**src/rtl/core/pngs_pkg.sv**
```systemverilog
// Shared types, constants and codes for the packed nibble grid stamper.
package pngs_pkg;

    localparam int CELL_W        = 4;
    localparam int COORD_W       = 8;
    localparam int MASK_W        = 16;
    localparam int CHG_W         = 5;
    localparam int EPOCH_W       = 32;
    localparam int SHAPE_SIDE    = 4;
    localparam int SHAPE_CELLS   = SHAPE_SIDE * SHAPE_SIDE;
    localparam int SHAPE_IDX_W   = $clog2(SHAPE_CELLS);
    localparam int SHAPE_OFF_W   = $clog2(SHAPE_SIDE);
    localparam int SCAN_CNT_W    = $clog2(SHAPE_CELLS + 1);
    localparam int DEF_GRID_COLS = 64;
    localparam int DEF_GRID_ROWS = 32;

    typedef enum logic [1:0] {
        MODE_READ  = 2'd0,
        MODE_WRITE = 2'd1,
        MODE_STAMP = 2'd2,
        MODE_CLEAR = 2'd3
    } pngs_mode_t;

    typedef enum logic [1:0] {
        S_IDLE,
        S_SCAN,
        S_CLEAR,
        S_DONE
    } pngs_state_t;

    // One request to the shared cell update unit.
    typedef struct packed {
        logic              apply;
        logic [CELL_W-1:0] old_col;
        logic [CELL_W-1:0] new_col;
        logic              clear_all;
        logic              bump;
    } pngs_upd_cmd_t;

endpackage

```
**src/rtl/core/pngs_update_unit.sv**
```systemverilog
// Shared cell update unit: compares old and new colour and keeps the epoch and occupied count.
module pngs_update_unit #(
    parameter int OCC_W = 12
) (
    input  logic                         aclk,
    input  logic                         aresetn,
    input  pngs_pkg::pngs_upd_cmd_t      cmd,
    output logic                         cell_changed,
    output logic [pngs_pkg::EPOCH_W-1:0] epoch,
    output logic                         occ_zero
);
    import pngs_pkg::*;

    logic [EPOCH_W-1:0] epoch_reg, epoch_next;
    logic [OCC_W-1:0]   occ_reg, occ_next;

    assign cell_changed = cmd.apply && (cmd.old_col != cmd.new_col);

    always_comb begin
        epoch_next = epoch_reg;
        occ_next   = occ_reg;
        if (cmd.clear_all) begin
            occ_next = '0;
        end else if (cell_changed) begin
            if (cmd.old_col == '0) begin
                occ_next = occ_reg + OCC_W'(1);
            end else if (cmd.new_col == '0) begin
                occ_next = occ_reg - OCC_W'(1);
            end
        end
        if (cmd.bump || cell_changed) begin
            epoch_next = epoch_reg + EPOCH_W'(1);
        end
    end

    always_ff @(posedge aclk) begin
        if (!aresetn) begin
            epoch_reg <= EPOCH_W'(1);
            occ_reg   <= '0;
        end else begin
            epoch_reg <= epoch_next;
            occ_reg   <= occ_next;
        end
    end

    assign epoch    = epoch_reg;
    assign occ_zero = (occ_reg == '0);

endmodule

```
**config.mk**
```make
export PLATFORM = sky130hd
export DESIGN_NAME = pngs_update_unit
export DESIGN_NICKNAME = d
export VERILOG_FILES = /design/src/rtl/core/pngs_pkg.sv /design/src/rtl/core/pngs_update_unit.sv
export SDC_FILE = /design/constraint.sdc
export NUM_CORES = 1
export LEC_CHECK = 0
export BUFFER_PORTS_ARGS = -buffer_cell sky130_fd_sc_hd__buf_4
export CORE_ASPECT_RATIO = 2
export CORE_MARGIN = 3
export CORE_UTILIZATION = 55
export CTS_BUF_LIST = sky130_fd_sc_hd__clkbuf_4 sky130_fd_sc_hd__clkbuf_8
export DETAILED_ROUTE_END_ITERATION = 8
export PLACE_DENSITY = 0.89
export SLEW_MARGIN = 15
export SYNTH_ARGS = -nofsm -noshare
export SYNTH_HDL_FRONTEND = slang
export SYNTH_SLANG_ARGS = --single-unit
```
**constraint.sdc**
```tcl
create_clock -name aclk -period 6.48 [get_ports aclk]
set_clock_uncertainty 0.1 [all_clocks]
set_input_delay 1.296 -clock aclk [delete_from_list [all_inputs] [get_ports aclk]]
set_output_delay 1.296 -clock aclk [all_outputs]
set_load 0.05 [all_outputs]
```
; After elaboration in Yosys (flattened, before gate mapping)
; Cells that the tools add are included.
[totals]
out_inout_bits = 34
romBits = 0
memories = 0
latch_bits = 0
regBits = 44
mem_bits_rw = 0
word_cells = 17
[op_classes]
addsub = 3
mux = 2
eq_ne = 1
bitwise = 1
multipliers = 0
div = 0
shift = 0
order_cmp = 0
n_reduce_logical = 8
[op_table]
columns = operator, count
row1 = adder 32 x 1 -> 32 bit (second input constant), 1
row2 = 2-to-1 mux 12 bit, 2
row3 = adder 12 x 1 -> 12 bit (second input constant), 1
row4 = zero test 12 bit, 1
row5 = subtractor 12 x 1 -> 12 bit (second input constant), 1
row6 = zero test 4 bit, 2
row7 = inequality test 4 bit, 1
row8 = AND reduction 2 bit, 1
row9 = nonzero test 2 bit, 1
row10 = OR reduction 2 bit, 1
row11 = logical AND 1 bit, 1
row12 = logical OR 1 bit, 1
row13 = NOT 1 bit, 1

; Depth between registers and ports, before layout
[logic_depth]
word_depth = 3
depth_mapped = 8
ltp_nobuf = 8

; Worst setup path before layout
; No wires, ideal clock.
[synth_path]
path_kind = input port to flip-flop
startpoint = input port cmd[7] (netlist bit)
endpoint = register occ_reg[6]
setup_ps = 79
t_arrival_ps = 3492
setup_slack_ps = 2809
cell_stages = 8
cell_sequence = or4_4 -> fa_1 -> a21o_1 -> a21oi_1 -> o21bai_1 -> a21oi_1 -> or4b_1 -> o211ai_1
[synth_between]
elab_chain_len = 3
[synth_rtl]
columns = element, line_no
row1 = start: declaration, pngs_update_unit.sv:7  ; input pngs_pkg::pngs_upd_cmd_t cmd,
row2 = zero test 4 bit or inequality test 4 bit (tied branches), "pngs_update_unit.sv:25, pngs_update_unit.sv:17"
row3 = nonzero test 2 bit (no line) or logical AND 1 bit (tied branches), --
row4 = AND reduction 2 bit (no line), --
row5 = end signal: assignment, pngs_update_unit.sv:42  ; occ_reg <= occ_next;
row6 = end: declaration, pngs_update_unit.sv:15  ; logic [OCC_W-1:0] occ_reg, occ_next;
; Several ways; a longest one is shown, not always the timed one.
; A chain may end at the register's enable or synchronous reset.

; Worst setup path in the final report
[layout_path]
startpoint = input port cmd[9] (netlist bit)
endpoint = output port cell_changed
[layout_between]
elab_chain_len = 2
[layout_rtl]
columns = element, line_no
row1 = inequality test 4 bit, pngs_update_unit.sv:17  ; assign cell_changed = cmd.apply && (cmd.old_col != cmd.new_col);
row2 = logical AND 1 bit, pngs_update_unit.sv:17
row3 = end: declaration, pngs_update_unit.sv:8  ; output logic cell_changed,
; No other way between the ends.

==> results by group <==
CTS
  • Clk sink count: 44
  • # Post-CTS Setup Buffers: 0
  • H-Tree Level Count: 2
  • CTS Buf Count: 5
  • CTS Root Cell: clkbuf_8
  • TritonCTS clock tree: yes
  • Clk_lat worst skew: 0.29 ns
  • Resized cells post-CTS: 0
  • Clk slew on worst S/H paths: 0.08 ns
  • Hold bufs inserted after CTS: 0
  • CTS Buffer Depth: 2

Timing
  • Slew Viols, Final: 0
  • Max transition margin: 33.5%
  • Setup WS post-layout: 2.64 ns
  • Final min period: 3.84 ns
  • RSZ-0062 raised after global routing: false
  • Final hold vios: 0
  • Max Clock Freq: 260 MHz
  • Slew of the pin with the lowest slew margin: 0.997 ns
  • Final-report setup violation count: 0
  • Final period utilization: 59.3%
  • Setup TNS: 0 ns

Power and ir drop
  • Worst VDD drop: 0.000188 V
  • Leak: 1.33 nW
  • Power Dens Cells: 186 nW/µm²

Drt
  • Average wire per standard cell: 15.7 µm
  • Detailed-route via count: 2316
  • Post-DR vias/cell: 6.02
  • First drt pass iteration count: 4
  • Initial DRC count: 32
  • Drt drc: 0
  • Routed Antenna Nets: 0
  • Final WL: 6.04 mm

Floorplan
  • Die X-Extent: 54.6 µm
  • Core area: 4470 µm²
  • Num rows: 34
  • Die Ht: 103 µm
  • Die footprint: 5640 µm²
  • Initial Util: 58.2%
  • # IOs: 47

Yosys
  • Share of flip-flops with an asynchronous set or reset: 0%
  • Seq/Total Area, Yosys: 33.9%
  • Synth Flop Type: dfxtp_1
  • Yosys reg bits: 44
  • Synth warn: 0
  • Synthesized cell area: 2600 µm²
  • Syn Nets: 313
  • Post-synth EDFFs: 0
  • Post-Syn Instances: 288
  • Netlist cell types: 56
  • Syn Area/Cell: 9.03 µm²

Setup path
  • Worst path cell trace: buf_4 -> xor2_1 -> o41a_1 -> buf_4
  • Required time of the critical path: 5.08 ns
  • Worst R2R Start: epoch[3]$_SDFFE_PN0P_
  • CP bufs+invs: 2
  • CP Class: in -> out
  • R2r setup slk: 4.04 ns
  • FF-to-FF End: epoch[18]$_SDFFE_PN0P_
  • Crit. End Element: output port
  • Worst Path Arrival: 2.45 ns
  • Largest stage delay on the critical path: 0.60 ns
  • Max FO, Critical Path: 12
  • Worst R2R Path Depth: 6
  • Crit path max-delay cell type: o41a_1
  • CP Launch Type: input port
  • Critical path's top delay family: compound AO/OA/AOI/OAI gates
  • Crit path top cell by count: buf_4

Finish
  • Inserted Diodes: 0
  • Fillers: 385
  • Layout net count: 355
  • Commonest non-fill, non-tap cell in the layout: buf_4
  • Most frequent cells in the layout: buf_4, dfxtp_1, and2_1
  • Max reg flops: 32
  • Reg area: 881 µm²
  • Synth-to-Final Area Change: 18.2%
  • Area taken by multi-input logic gates: 1640 µm²
  • Layout cells sized above 1: 20.2%

GRT
  • Global route total overflow: 0
  • Total GRT Usage: 23.2%
  • Largest net degree at the start of global routing: 42
  • First-pass GRT wire length: 9.89 mm
  • Initial antenna violation count: 0
  • Number of global-route vias before repair: 2238

Placed design
  • Placer Congestion: 0.837
  • Hpwl dp: 4.41 mm
  • IO buf count: 46
  • Pre-CTS setup slack: 2.45 ns

Hold path
  • Hold wc startpoint: epoch[31]$_SDFFE_PN0P_
  • WHS Path Cells: 2
  • Hold Path Sink: epoch[31]$_SDFFE_PN0P_
  • Hold Path Class: reg -> reg

Flow run
  • Max-cap check violation count: 0

Status
  • Status: finished, final reports clean
## worst max-delay path by stage
stage	from	endpoint	depth (start not counted)
2_1_floorplan	cmd[7]	occ_reg[6]$_SDFFE_PP0P_	8
3_3_place_gp	cmd[7]	occ_reg[6]$_SDFFE_PP0P_	9
3_5_place_dp	cmd[7]	occ_reg[6]$_SDFFE_PP0P_	9
4_1_cts	cmd[9]	cell_changed	4
5_1_grt	cmd[9]	cell_changed	4
6_report	cmd[9]	cell_changed	4
## synth_stat cells (2+ instances only)
cell      number  area, µm²
dfxtp_1       44        881
or3_1          7       43.8
nor4_1         6       37.5
o41ai_1        2       17.5
and3_1         2       12.5
a21oi_1        9       45.0
nand4_4        2       42.5
nand3_1       12       60.1
xor2_1        14        123
nand2b_1       9       56.3
a21boi_0       7       52.6
nand4_1        7       43.8
a31oi_1        2       12.5
clkbuf_1       5       18.8
o311ai_1       2       17.5
nand2_1       18       67.6
nor3_1         7       35.0
mux2i_1        8       80.1
ha_1          11        138
o211ai_1       4       30.0
a21o_1         2       15.0
inv_1          8       30.0
and4_1         2       17.5
o41ai_2        2       32.5
xnor2_1       14        123
nor2b_1        5       31.3
and2_1        21        131
o31ai_1        2       15.0
o21ai_0       10       50.1
nor2_1        14       52.6
buf_2          5       25.0
## worst min-delay path, cell delays in order, from the launching register on
cell and delay [ns]:
dfxtp_1 0.34, o311ai_2 0.08, o41ai_2 0.06
## power breakdown
group	switching (mW)	total [mW]	leakage, nW	internal [mW]
Combinational	0.0486	0.0783	0.912	0.0297
Clock	0.0933	0.212	0.0586	0.119
Sequential	0.00570	0.280	0.355	0.274
## final cells by class
type                            count  share of cell area [%]
Sequential cell                    44                    28.7
Inverter                            8                   0.977
Clock inverter                      2                    1.14
Tap cell                           54                    2.20
Multi-Input combinational cell    225                    53.3
Timing Repair Buffer               46                    11.2
Clock buffer                        6                    2.48
## logic make-up (layout without fill, tap and decap cells)
logic type      after synthesis  count (layout)  share of synthesized area (%)
simple gates                122             122                           28.4
fa+ha+maj                    12              12                           6.06
flops                        44              44                           33.9
mux                           8               8                           3.08
buf+inv                      19              62                           3.13
xor+xnor                     28              28                           9.43
compound gates               55              55                           16.0
## metrics by stage
| step | power, mW | hold slack [ns] | cells | utilization (%) | instance area, µm² |
|---|---|---|---|---|---|
| finish | 0.570 | 0.408 | 385 | 68.8 | 3070 |
| global route | 0.593 | 0.434 | 385 | 68.8 | 3070 |
| CTS | 0.575 | 0.404 | 385 | 68.8 | 3070 |
| detailed placement | 0.363 | 0.391 | 377 | 66.3 | 2960 |
| global placement | 0.361 | 0.361 | 377 | 66.3 | 2960 |
| floorplan | 0.340 | 0.346 | 288 | - | 2600 |
## metal layers
layer	part of all wire, %	vias to the layer above	track usage, %
li1	-	1126	-
met1	38	1116	24.3
met2	56	61	43.7
met3	4.1	13	3.59
met4	2.4	0	8.06
met5	0	-	0
Note: power is estimated with default switching activity, not from simulation.
